==> src/rtl/shrv_pkg.sv <==
// ----------------------------------------------------------------------------
// shrv_pkg
// Shared types, constants and tables of the reduced-round SHA-256 block.
// ----------------------------------------------------------------------------
package shrv_pkg;

  localparam int unsigned WordW    = 32;
  localparam int unsigned NumWords = 8;
  localparam int unsigned PackW    = 64;
  localparam int unsigned NumPack  = 4;
  localparam int unsigned RoundsW  = 7;
  localparam int unsigned ValW     = 9;
  localparam int unsigned CfgIdxW  = 8;

  localparam logic [RoundsW-1:0] MaxRounds = 7'd64;
  localparam logic [ValW-1:0]    ValEqual  = 9'd256;

  typedef logic [NumWords-1:0][WordW-1:0] state_t;
  typedef logic [NumPack-1:0][PackW-1:0]  pack_t;

  // result fields travelling from the round stage to the output stage
  typedef struct packed {
    pack_t              packed_word;
    logic [RoundsW-1:0] rounds;
    logic               ovf;
  } pend_t;

  typedef enum logic [CfgIdxW-1:0] {
    CfgTarget0 = 8'd0,
    CfgTarget1 = 8'd1,
    CfgTarget2 = 8'd2,
    CfgTarget3 = 8'd3
  } cfg_idx_e;

  // word 0 sits at index 0
  localparam state_t InitH = {
    32'h5be0cd19, 32'h1f83d9ab, 32'h9b05688c, 32'h510e527f,
    32'ha54ff53a, 32'h3c6ef372, 32'hbb67ae85, 32'h6a09e667
  };

  localparam logic [WordW-1:0] RoundK [64] = '{
    32'h428a2f98, 32'h71374491, 32'hb5c0fbcf, 32'he9b5dba5,
    32'h3956c25b, 32'h59f111f1, 32'h923f82a4, 32'hab1c5ed5,
    32'hd807aa98, 32'h12835b01, 32'h243185be, 32'h550c7dc3,
    32'h72be5d74, 32'h80deb1fe, 32'h9bdc06a7, 32'hc19bf174,
    32'he49b69c1, 32'hefbe4786, 32'h0fc19dc6, 32'h240ca1cc,
    32'h2de92c6f, 32'h4a7484aa, 32'h5cb0a9dc, 32'h76f988da,
    32'h983e5152, 32'ha831c66d, 32'hb00327c8, 32'hbf597fc7,
    32'hc6e00bf3, 32'hd5a79147, 32'h06ca6351, 32'h14292967,
    32'h27b70a85, 32'h2e1b2138, 32'h4d2c6dfc, 32'h53380d13,
    32'h650a7354, 32'h766a0abb, 32'h81c2c92e, 32'h92722c85,
    32'ha2bfe8a1, 32'ha81a664b, 32'hc24b8b70, 32'hc76c51a3,
    32'hd192e819, 32'hd6990624, 32'hf40e3585, 32'h106aa070,
    32'h19a4c116, 32'h1e376c08, 32'h2748774c, 32'h34b0bcb5,
    32'h391c0cb3, 32'h4ed8aa4a, 32'h5b9cca4f, 32'h682e6ff3,
    32'h748f82ee, 32'h78a5636f, 32'h84c87814, 32'h8cc70208,
    32'h90befffa, 32'ha4506ceb, 32'hbef9a3f7, 32'hc67178f2
  };

  function automatic logic [WordW-1:0] round_k(input logic [5:0] idx);
    return RoundK[idx];
  endfunction

endpackage

==> src/rtl/shrv_ifs.sv <==
// ----------------------------------------------------------------------------
// shrv channel interfaces
// Valid/ready channels for round words, results and configuration writes.
// ----------------------------------------------------------------------------
interface shrv_in_if import shrv_pkg::*; ();
  logic             valid;
  logic             ready;
  logic [WordW-1:0] round_word;
  logic             last;

  modport source (output valid, round_word, last, input ready);
  modport sink   (input valid, round_word, last, output ready);
endinterface

interface shrv_out_if import shrv_pkg::*; ();
  logic               valid;
  logic               ready;
  logic [PackW-1:0]   packed_word0;
  logic [PackW-1:0]   packed_word1;
  logic [PackW-1:0]   packed_word2;
  logic [PackW-1:0]   packed_word3;
  logic [ValW-1:0]    valuation;
  logic [RoundsW-1:0] rounds_done;
  logic               overflow;

  modport source (output valid, packed_word0, packed_word1, packed_word2, packed_word3,
                  valuation, rounds_done, overflow, input ready);
  modport sink   (input valid, packed_word0, packed_word1, packed_word2, packed_word3,
                  valuation, rounds_done, overflow, output ready);
endinterface

interface shrv_cfg_if import shrv_pkg::*; ();
  logic               valid;
  logic               ready;
  logic [CfgIdxW-1:0] index;
  logic [PackW-1:0]   data;

  modport source (output valid, index, data, input ready);
  modport sink   (input valid, index, data, output ready);
endinterface

==> src/rtl/shrv_round.sv <==
// ----------------------------------------------------------------------------
// shrv_round
// One SHA-256 compression round on the eight working words.
// ----------------------------------------------------------------------------
module shrv_round import shrv_pkg::*; (
  input  state_t           state_i,
  input  logic [WordW-1:0] k_i,
  input  logic [WordW-1:0] w_i,
  output state_t           state_o
);

  logic [WordW-1:0] a, b, c, d, e, f, g, h;
  logic [WordW-1:0] sum0, sum1, ch, maj, t1, t2;

  assign a = state_i[0];
  assign b = state_i[1];
  assign c = state_i[2];
  assign d = state_i[3];
  assign e = state_i[4];
  assign f = state_i[5];
  assign g = state_i[6];
  assign h = state_i[7];

  assign sum1 = {e[5:0], e[31:6]} ^ {e[10:0], e[31:11]} ^ {e[24:0], e[31:25]};
  assign ch   = (e & f) ^ (~e & g);
  assign sum0 = {a[1:0], a[31:2]} ^ {a[12:0], a[31:13]} ^ {a[21:0], a[31:22]};
  assign maj  = (a & b) ^ (a & c) ^ (b & c);
  assign t1   = h + sum1 + ch + k_i + w_i;
  assign t2   = sum0 + maj;

  assign state_o[0] = t1 + t2;
  assign state_o[1] = a;
  assign state_o[2] = b;
  assign state_o[3] = c;
  assign state_o[4] = d + t1;
  assign state_o[5] = e;
  assign state_o[6] = f;
  assign state_o[7] = g;

endmodule

==> src/rtl/shrv_valuation.sv <==
// ----------------------------------------------------------------------------
// shrv_valuation
// Lowest differing bit between packed state and target, 256 when equal.
// ----------------------------------------------------------------------------
module shrv_valuation import shrv_pkg::*; (
  input  pack_t           state_i,
  input  pack_t           target_i,
  output logic [ValW-1:0] valuation_o
);

  // trailing zero count, binary search; only used on a nonzero word
  function automatic logic [5:0] tz64(input logic [PackW-1:0] x);
    logic [PackW-1:0] v;
    logic [5:0]       pos;
    v   = x;
    pos = '0;
    if (v[31:0] == '0) begin pos[5] = 1'b1; v = v >> 32; end
    if (v[15:0] == '0) begin pos[4] = 1'b1; v = v >> 16; end
    if (v[7:0]  == '0) begin pos[3] = 1'b1; v = v >> 8;  end
    if (v[3:0]  == '0) begin pos[2] = 1'b1; v = v >> 4;  end
    if (v[1:0]  == '0) begin pos[1] = 1'b1; v = v >> 2;  end
    if (v[0]    == 1'b0) begin pos[0] = 1'b1; end
    return pos;
  endfunction

  pack_t                    diff;
  logic [NumPack-1:0][5:0]  tz;
  logic [NumPack-1:0]       nz;

  always_comb begin
    for (int i = 0; i < NumPack; i++) begin
      diff[i] = state_i[i] ^ target_i[i];
      nz[i]   = diff[i] != '0;
      tz[i]   = tz64(diff[i]);
    end
  end

  always_comb begin
    priority if (nz[0]) begin
      valuation_o = {3'd0, tz[0]};
    end else if (nz[1]) begin
      valuation_o = {3'd1, tz[1]};
    end else if (nz[2]) begin
      valuation_o = {3'd2, tz[2]};
    end else if (nz[3]) begin
      valuation_o = {3'd3, tz[3]};
    end else begin
      valuation_o = ValEqual;
    end
  end

endmodule

==> src/rtl/sha256_reduced_rounds_valuation.sv <==
// ----------------------------------------------------------------------------
// sha256_reduced_rounds_valuation
// SHA-256 rounds on fed words, packed-state compare against a 256-bit target.
// ----------------------------------------------------------------------------
// Accepts one round word per clock cycle, back to back, unless the input is
// stalled; the round adder chain into the working-word registers sets that
// rate. A word with last set yields one result: the round stage registers the
// packed state, then the valuation stage registers the result. The input
// stalls only while a finished result is held in both stages. Target
// registers are written through the config channel (index 0..3, others
// ignored) and must only change while no run result is in flight.
// ----------------------------------------------------------------------------
module sha256_reduced_rounds_valuation import shrv_pkg::*; (
  input  logic       clk_i,
  input  logic       rst_ni,
  shrv_in_if.sink    in_i,
  shrv_out_if.source out_o,
  shrv_cfg_if.sink   cfg_i
);

  state_t             state_q, state_d;
  logic [RoundsW-1:0] cnt_q, cnt_d;
  logic               ovf_q, ovf_d;
  pack_t              target_q;
  pend_t              pend_q, pend_d;
  logic               pend_v_q, pend_v_d;
  pend_t              res_q, res_d;
  logic [ValW-1:0]    val_q, val_d;
  logic               out_v_q, out_v_d;

  state_t             round_state, applied_state;
  logic               in_fire, room, out_free, pend_move;

  assign in_fire   = in_i.valid && in_i.ready;
  assign out_free  = !out_v_q || out_o.ready;
  assign pend_move = pend_v_q && out_free;
  assign in_i.ready  = !pend_v_q || out_free;
  assign cfg_i.ready = 1'b1;
  assign room      = cnt_q < MaxRounds;

  shrv_round u_round (
    .state_i (state_q),
    .k_i     (round_k(cnt_q[5:0])),
    .w_i     (in_i.round_word),
    .state_o (round_state)
  );

  assign applied_state = room ? round_state : state_q;

  always_comb begin
    state_d  = state_q;
    cnt_d    = cnt_q;
    ovf_d    = ovf_q;
    pend_d   = pend_q;
    pend_v_d = pend_v_q && !pend_move;
    if (in_fire) begin
      for (int i = 0; i < NumPack; i++) begin
        pend_d.packed_word[i] = {applied_state[2*i+1], applied_state[2*i]};
      end
      pend_d.rounds = room ? cnt_q + 7'd1 : cnt_q;
      pend_d.ovf    = ovf_q || !room;
      if (in_i.last) begin
        state_d  = InitH;
        cnt_d    = '0;
        ovf_d    = 1'b0;
        pend_v_d = 1'b1;
      end else begin
        state_d  = applied_state;
        cnt_d    = pend_d.rounds;
        ovf_d    = pend_d.ovf;
        pend_d   = pend_q;
      end
    end
  end

  shrv_valuation u_valuation (
    .state_i     (pend_q.packed_word),
    .target_i    (target_q),
    .valuation_o (val_d)
  );

  assign res_d   = pend_move ? pend_q : res_q;
  assign out_v_d = pend_move || (out_v_q && !out_o.ready);

  always_ff @(posedge clk_i or negedge rst_ni) begin
    if (!rst_ni) begin
      state_q  <= InitH;
      cnt_q    <= '0;
      ovf_q    <= 1'b0;
      pend_v_q <= 1'b0;
      out_v_q  <= 1'b0;
      target_q <= '0;
    end else begin
      state_q  <= state_d;
      cnt_q    <= cnt_d;
      ovf_q    <= ovf_d;
      pend_v_q <= pend_v_d;
      out_v_q  <= out_v_d;
      if (cfg_i.valid) begin
        unique case (cfg_i.index)
          CfgTarget0: target_q[0] <= cfg_i.data;
          CfgTarget1: target_q[1] <= cfg_i.data;
          CfgTarget2: target_q[2] <= cfg_i.data;
          CfgTarget3: target_q[3] <= cfg_i.data;
          default: ;
        endcase
      end
    end
  end

  always_ff @(posedge clk_i) begin
    pend_q <= pend_d;
    res_q  <= res_d;
    if (pend_move) begin
      val_q <= val_d;
    end
  end

  assign out_o.valid        = out_v_q;
  assign out_o.packed_word0 = res_q.packed_word[0];
  assign out_o.packed_word1 = res_q.packed_word[1];
  assign out_o.packed_word2 = res_q.packed_word[2];
  assign out_o.packed_word3 = res_q.packed_word[3];
  assign out_o.valuation    = val_q;
  assign out_o.rounds_done  = res_q.rounds;
  assign out_o.overflow     = res_q.ovf;

endmodule

==> src/flat_wrapper.sv <==
// flat-port wrapper written by rule: the top's interface ports become plain ports
module sha256_reduced_rounds_valuation_flat import shrv_pkg::*;
  (clk_i, rst_ni, in_i_valid, in_i_round_word, in_i_last, in_i_ready, out_o_valid, out_o_packed_word0, out_o_packed_word1, out_o_packed_word2, out_o_packed_word3, out_o_valuation, out_o_rounds_done, out_o_overflow, out_o_ready, cfg_i_valid, cfg_i_index, cfg_i_data, cfg_i_ready);
  shrv_in_if in_i_i ();
  shrv_out_if out_o_i ();
  shrv_cfg_if cfg_i_i ();
  input  logic clk_i;
  input  logic rst_ni;
  input wire logic [$bits(in_i_i.valid)-1:0] in_i_valid;
  input wire logic [$bits(in_i_i.round_word)-1:0] in_i_round_word;
  input wire logic [$bits(in_i_i.last)-1:0] in_i_last;
  output wire logic [$bits(in_i_i.ready)-1:0] in_i_ready;
  output wire logic [$bits(out_o_i.valid)-1:0] out_o_valid;
  output wire logic [$bits(out_o_i.packed_word0)-1:0] out_o_packed_word0;
  output wire logic [$bits(out_o_i.packed_word1)-1:0] out_o_packed_word1;
  output wire logic [$bits(out_o_i.packed_word2)-1:0] out_o_packed_word2;
  output wire logic [$bits(out_o_i.packed_word3)-1:0] out_o_packed_word3;
  output wire logic [$bits(out_o_i.valuation)-1:0] out_o_valuation;
  output wire logic [$bits(out_o_i.rounds_done)-1:0] out_o_rounds_done;
  output wire logic [$bits(out_o_i.overflow)-1:0] out_o_overflow;
  input wire logic [$bits(out_o_i.ready)-1:0] out_o_ready;
  input wire logic [$bits(cfg_i_i.valid)-1:0] cfg_i_valid;
  input wire logic [$bits(cfg_i_i.index)-1:0] cfg_i_index;
  input wire logic [$bits(cfg_i_i.data)-1:0] cfg_i_data;
  output wire logic [$bits(cfg_i_i.ready)-1:0] cfg_i_ready;
  assign in_i_i.valid = in_i_valid;
  assign in_i_i.round_word = in_i_round_word;
  assign in_i_i.last = in_i_last;
  assign in_i_ready = in_i_i.ready;
  assign out_o_valid = out_o_i.valid;
  assign out_o_packed_word0 = out_o_i.packed_word0;
  assign out_o_packed_word1 = out_o_i.packed_word1;
  assign out_o_packed_word2 = out_o_i.packed_word2;
  assign out_o_packed_word3 = out_o_i.packed_word3;
  assign out_o_valuation = out_o_i.valuation;
  assign out_o_rounds_done = out_o_i.rounds_done;
  assign out_o_overflow = out_o_i.overflow;
  assign out_o_i.ready = out_o_ready;
  assign cfg_i_i.valid = cfg_i_valid;
  assign cfg_i_i.index = cfg_i_index;
  assign cfg_i_i.data = cfg_i_data;
  assign cfg_i_ready = cfg_i_i.ready;
  sha256_reduced_rounds_valuation u_core (.clk_i(clk_i), .rst_ni(rst_ni), .in_i(in_i_i), .out_o(out_o_i), .cfg_i(cfg_i_i));
endmodule
==> config.mk <==
export PLATFORM = sky130hd
export DESIGN_NAME = sha256_reduced_rounds_valuation_flat
export DESIGN_NICKNAME = d
export VERILOG_FILES = /design/src/rtl/shrv_pkg.sv /design/src/rtl/shrv_ifs.sv /design/src/rtl/shrv_round.sv /design/src/rtl/shrv_valuation.sv /design/src/rtl/sha256_reduced_rounds_valuation.sv /design/src/flat_wrapper.sv
export SDC_FILE = /design/constraint.sdc
export NUM_CORES = 2
export LEC_CHECK = 0
export BUFFER_PORTS_ARGS = -buffer_cell sky130_fd_sc_hd__buf_2
export CORE_ASPECT_RATIO = 1.4
export CORE_MARGIN = 10
export CORE_UTILIZATION = 45
export CTS_CLUSTER_SIZE = 20
export DETAILED_ROUTE_END_ITERATION = 12
export PLACE_DENSITY = 0.67
export RECOVER_POWER = 100
export SLEW_MARGIN = 40
export SYNTH_ARGS = -nofsm -noshare
export SYNTH_HDL_FRONTEND = slang
export SYNTH_SLANG_ARGS = --single-unit
export TNS_END_PERCENT = 5
==> constraint.sdc <==
create_clock -name clk_i -period 29.7 [get_ports clk_i]
set_clock_uncertainty 0.2 [all_clocks]
set_input_delay 7.425 -clock clk_i [delete_from_list [all_inputs] [get_ports clk_i]]
set_output_delay 7.425 -clock clk_i [all_outputs]
set_load 0.01 [all_outputs]
Word-level counts from Yosys, hierarchy flattened. Memories as Yosys holds them, arrays and structs flattened. Cells that the tools add are included.

Reductions and logical operators: 45. Bitwise gates (word level): 18. Magnitude comparators: 2. $add $sub $neg: 8. Equality and inequality tests: 3. Muxes and demuxes: 57.

Operators with widths (number): $mux 256 (2); $reduce_bool 64->1 (4); $xor 64x64->64 (4); $add 32x32->32 (7); $xor 32x32->32 (7); $and 32x32->32 (5); $logic_not 32->1 (4); $mux 31 (4); $logic_not 16->1 (4); $mux 32 (2); $mux 15 (4); $mux 7 (7); $logic_not 8->1 (5); $not 32->32 (1); $mux 1 (31); $eq 8x2->1 const B (2); $logic_not 4->1 (4); $mux 3 (4); $reduce_and 2->1 (5); $mux 9 (1); $eq 8x1->1 const B (1); $logic_not 2->1 (4); $mux 8 (1); $add 7x1->7 const B (1); other kinds (9) (19).

Output and inout bits: 276. Register bits after elaboration: 1059. Memory bits (read-only): 2048. Logic and storage cells: 166. Memories kept: 1.

Memory list: (no name shown) (depth 64, width 32, rd ports 1, clocked after Yosys merged registers in 0, wr ports 0, RTL line shrv_pkg.sv:61) `return RoundK[idx];`.

Longest topological paths before layout.
Word-level depth: 16. Depth in mapped cells: 42.

Hierarchy. Synthesis repeated with hierarchy kept, for this count alone.

Cell total of the unflattened synthesis: 5243. Area total of the unflattened synthesis: 59951.2 µm².

Modules (own cells, without submodules): sha256_reduced_rounds_valuation (times used 1, cells an instance 3046, area each 43072.6 µm²); shrv_round (times used 1, cells an instance 1434, area each 11448.5 µm²); shrv_valuation (times used 1, cells an instance 763, area each 5430.2 µm²).

Least setup slack after synthesis. Ideal clock, no wire load.

Path kind: input to register. Start: input out_o_ready. End: register u_core.pend_q[0] (netlist name) (enable). Setup time: 896 ps. Cell stages on the path: 5. Arrival time: 19106 ps. Required time: 28604 ps. Setup slack: 9498 ps. Path buffers: 2. Cell sequence: nand3b_1 -> nand2_1 -> clkbuf_1 -> clkbuf_1 -> nor2_1.

Cells in the longest elaborated chain, start to end: 4.

RTL lines: from (decl) (RTL line flat_wrapper.sv:21) `input wire logic [$bits(out_o_i.ready)-1:0] out_o_ready;`; $logic_or 1x1->1 (RTL line sha256_reduced_rounds_valuation.sv:35) `assign out_free = !out_v_q || out_o.ready;`; $logic_or 1x1->1 (RTL line sha256_reduced_rounds_valuation.sv:37) `assign in_i.ready = !pend_v_q || out_free;`; $logic_and 1x1->1 (RTL line sha256_reduced_rounds_valuation.sv:34) `assign in_fire = in_i.valid && in_i.ready;`; $reduce_and 2->1 (no source line); to (signal assigned) (RTL line sha256_reduced_rounds_valuation.sv:112) `pend_q <= pend_d;`; to (decl) (RTL line sha256_reduced_rounds_valuation.sv:25) `pend_t pend_q, pend_d;`.

Every way passes these cells. A chain may end at the register's enable or synchronous reset.

==> metrics.cfg <==
[die]
start_util=0.452
die_area_um2=141000
die_y_um=440
die_w_um=320
io_pins=386
core.rowCount=154
core-area_um2=125000

[worst_setup_path]
crit_family=buffers and inverters
cp_common_cell=clkbuf_1
crit_chain=clkbuf_1 -> clkbuf_1 -> clkbuf_1 -> clkbuf_1
worstSetupPathType=in2async
r2r-start=u_core.cnt_q[1]$_DFFE_PN0P_
slowest_stage=clkbuf_1
required_ns=29.07
crit_start=rst_ni
worst_setup_path_end_kind=async pin
crit_path_max_incr_delay_ns=3.86
r2r_cells=39
critPathBufInv=4
critPathMaxFanout=97
crit_arrival_ns=17.85
startpoint_type=input port
worst-path-stages=4

[grt]
antenna_found_initial=7
grt_pass1_vias=41228
grt_pass1_wl_um=314000
grt.total_usage=0.314
grt_max_degree=153
overflow=0

[clocking]
htree_levels=3
clock_path_buffers=3
cts_hold_buf=0
cts_tree=done
cts-root-buf=clkbuf_16
post_cts_buffers=0
clkSinkCount=1059
clkSlewWorstSetupHoldPaths_ns=0.06
post_cts_resized=0
clk_latency_ns=0.75
cts_buffers=102

[synthesis]
synth_area_um2=56700
ys.flop_type=edfxtp_1
synth_top_area_cell=edfxtp_1
synth_xor_area_frac=0.0748
synth.area.mux_share=0.103
synth-adder-area-share=0.0730
synth_simple_gate_area_frac=0.0904
ys_ff_latch=1059
synth_top_family_by_area=compound AO/OA/AOI/OAI gates
synth-seq-area-share=0.518
ys_warn_count=0
synth_nets=5260
synth_edf_count=537
synth_async_sr_flop_share=0.493
syn_avg_cell_area_um2=11.5
synth_compound_area_frac=0.108
synth_cell_types=99
ys_top_cells_by_area=edfxtp_1 28%, dfrtp_1 17%, mux2_2 9.7%
syn_inst=4911
yosysTopAreaCellShare=0.285

[cells_and_area]
final_util=0.503
final_common_cell=nand2_1
num-fill-cells=11262
synthToLayoutAreaGrowth_pct=11.4
fin_nets=5523
mostFrequentLayoutCells=594 x nand2_1, 537 x edfxtp_1, 413 x o21ai_0, 383 x dfrtp_1, 339 x mux2_2
fin_cells=6910
final_layout_size_suffix_gt1_frac=0.157

[sta]
slew_viol_final=1986
whs_ns=0.224
relSlewSlack=-2.97
rsz0062_at_grt=false
tightest_slew_ns=5.95
finalHoldViolations=0
period_needed_ns=18.48
period_share=0.622
fin_setup_tns_ns=0
fmax_mhz=54.1
setup_viol=0

[detailed_routing]
firstDrtPassIters=6
drc=0
antenna_left=0
wl_per_cell_um=32.7
vias=41905
drt_iter0_markers=4894
vias_per_cell=6.06
finalWirelength_um=226000

[min_path]
hold_class=reg2reg
worstHoldStart=u_core.pend_q[0]$_DFFE_PP_
min_path_cells=0

[status]
violations=max-capacitance violations, max-slew violations
status=finished, violations left

[job]
maxCapViolCount=36

[placement]
place.gp.congestion=1.00
numPortBuffers=384
dp_hpwl_um=178000
place_inst=6706

-- metrics by stage --
| step | instance area, um2 | worst slack (ns) |
|---|---|---|
| 2_1_floorplan | 56700 | 9.50 |
| 6_report | 63100 | 11.22 |
| 5_1_grt | 63100 | 9.27 |
| 4_1_cts | 63800 | 14.11 |
| 3_5_place_dp | 60300 | 14.09 |
| 3_3_place_gp | 60100 | 14.13 |
-- final cells by class --
| cell class | count | area [um2] | share of cell area |
|---|---|---|---|
| multi-input cells | 3365 | 25500 | 0.404 |
| repair buffers | 446 | 1950 | 0.0309 |
| inverters | 200 | 752 | 0.0119 |
| flip-flops and latches | 1059 | 29400 | 0.465 |
| clock inverters | 64 | 711 | 0.0113 |
| well taps | 1638 | 2050 | 0.0325 |
| clock buffers | 130 | 2790 | 0.0442 |
| diodes | 8 | 20.0 | 0.000317 |
-- worst register-to-register path, delay by kind of cell, from the launching register on --
| family | cells | cell delay (ns) |
|---|---|---|
| compound gates | 17 | 4.41 |
| fa+ha+maj | 8 | 3.81 |
| buf+inv | 6 | 2.89 |
| simple gates | 6 | 0.61 |
| xor+xnor | 2 | 0.55 |
| flops | 1 | 0.32 |
-- cells in the mapped netlist (all sizes together), types with 10 or more instances --
master,number
nor3,62
nand2b,25
clkbuf,259
o21a,17
o211ai,40
mux2,487
a211oi,23
o221ai,14
o311ai,11
inv,196
a31oi,44
fa,125
a22o,20
a221oi,21
maj3,21
dfrtp,386
nand4,25
mux2i,26
nand3,76
nor2b,19
nand2,595
xnor2,283
o31ai,19
or3,22
o21ai,421
or4,10
or2,10
o21bai,17
nor2,163
o22ai,12
buf,28
a21oi,176
ha,114
and3,23
o22a,21
xor2,196
a21o,49
dfstp,136
nor3b,14
nor4,29
edfxtp,537
and2,19
-- registers in the layout, summed over array words and instances (netlist names) --
name	count
u_core.cnt_q	7
u_core.out_o.overflow	1
u_core.out_o.packed_word0	64
u_core.out_o.packed_word1	64
u_core.out_o.packed_word2	64
u_core.out_o.packed_word3	64
u_core.out_o.rounds_done	7
u_core.out_o.valid	1
u_core.out_o.valuation	9
u_core.ovf_q	1
u_core.pend_q	264
u_core.pend_v_q	1
u_core.state_q	256
u_core.target_q	256
-- worst paths after layout --
path / slack, ns / to
min: 0.22 / u_core.out_o.overflow$_DFFE_PP_
min reg2reg: 0.22 / u_core.out_o.overflow$_DFFE_PP_
max: 11.22 / u_core.target_q[43]$_DFFE_PN0P_
max reg2reg: 16.49 / u_core.pend_q[38]$_DFFE_PP_
min in group asynchronous: 6.89 / u_core.out_o.valid$_DFF_PN0_
max in group clk_i: 11.90 / u_core.out_o.packed_word1[28]$_DFFE_PP_
-- routing by layer --
layer  global-route usage  vias to the layer above  wire length (um)
met1                0.381                    21393             85500
met3               0.0423                      525             14600
li1                     -                    17999                 -
met4                0.204                        2             17600
met5                    0                        -                13
met2                0.524                     1986            108000
-- cell families after synthesis --
kind of cell | Yosys count
AOI/OAI and AO/OA | 985
and+or+nand+nor | 1120
other | 1
DFF | 1059
muxes | 518
buffers and inverters | 487
xor gates and xnor gates | 481
adders and majority gates | 260
Power is left out: the tool's default activity adds up to more than one toggle a clock period on the data nets, which glitch-free logic cannot reach.
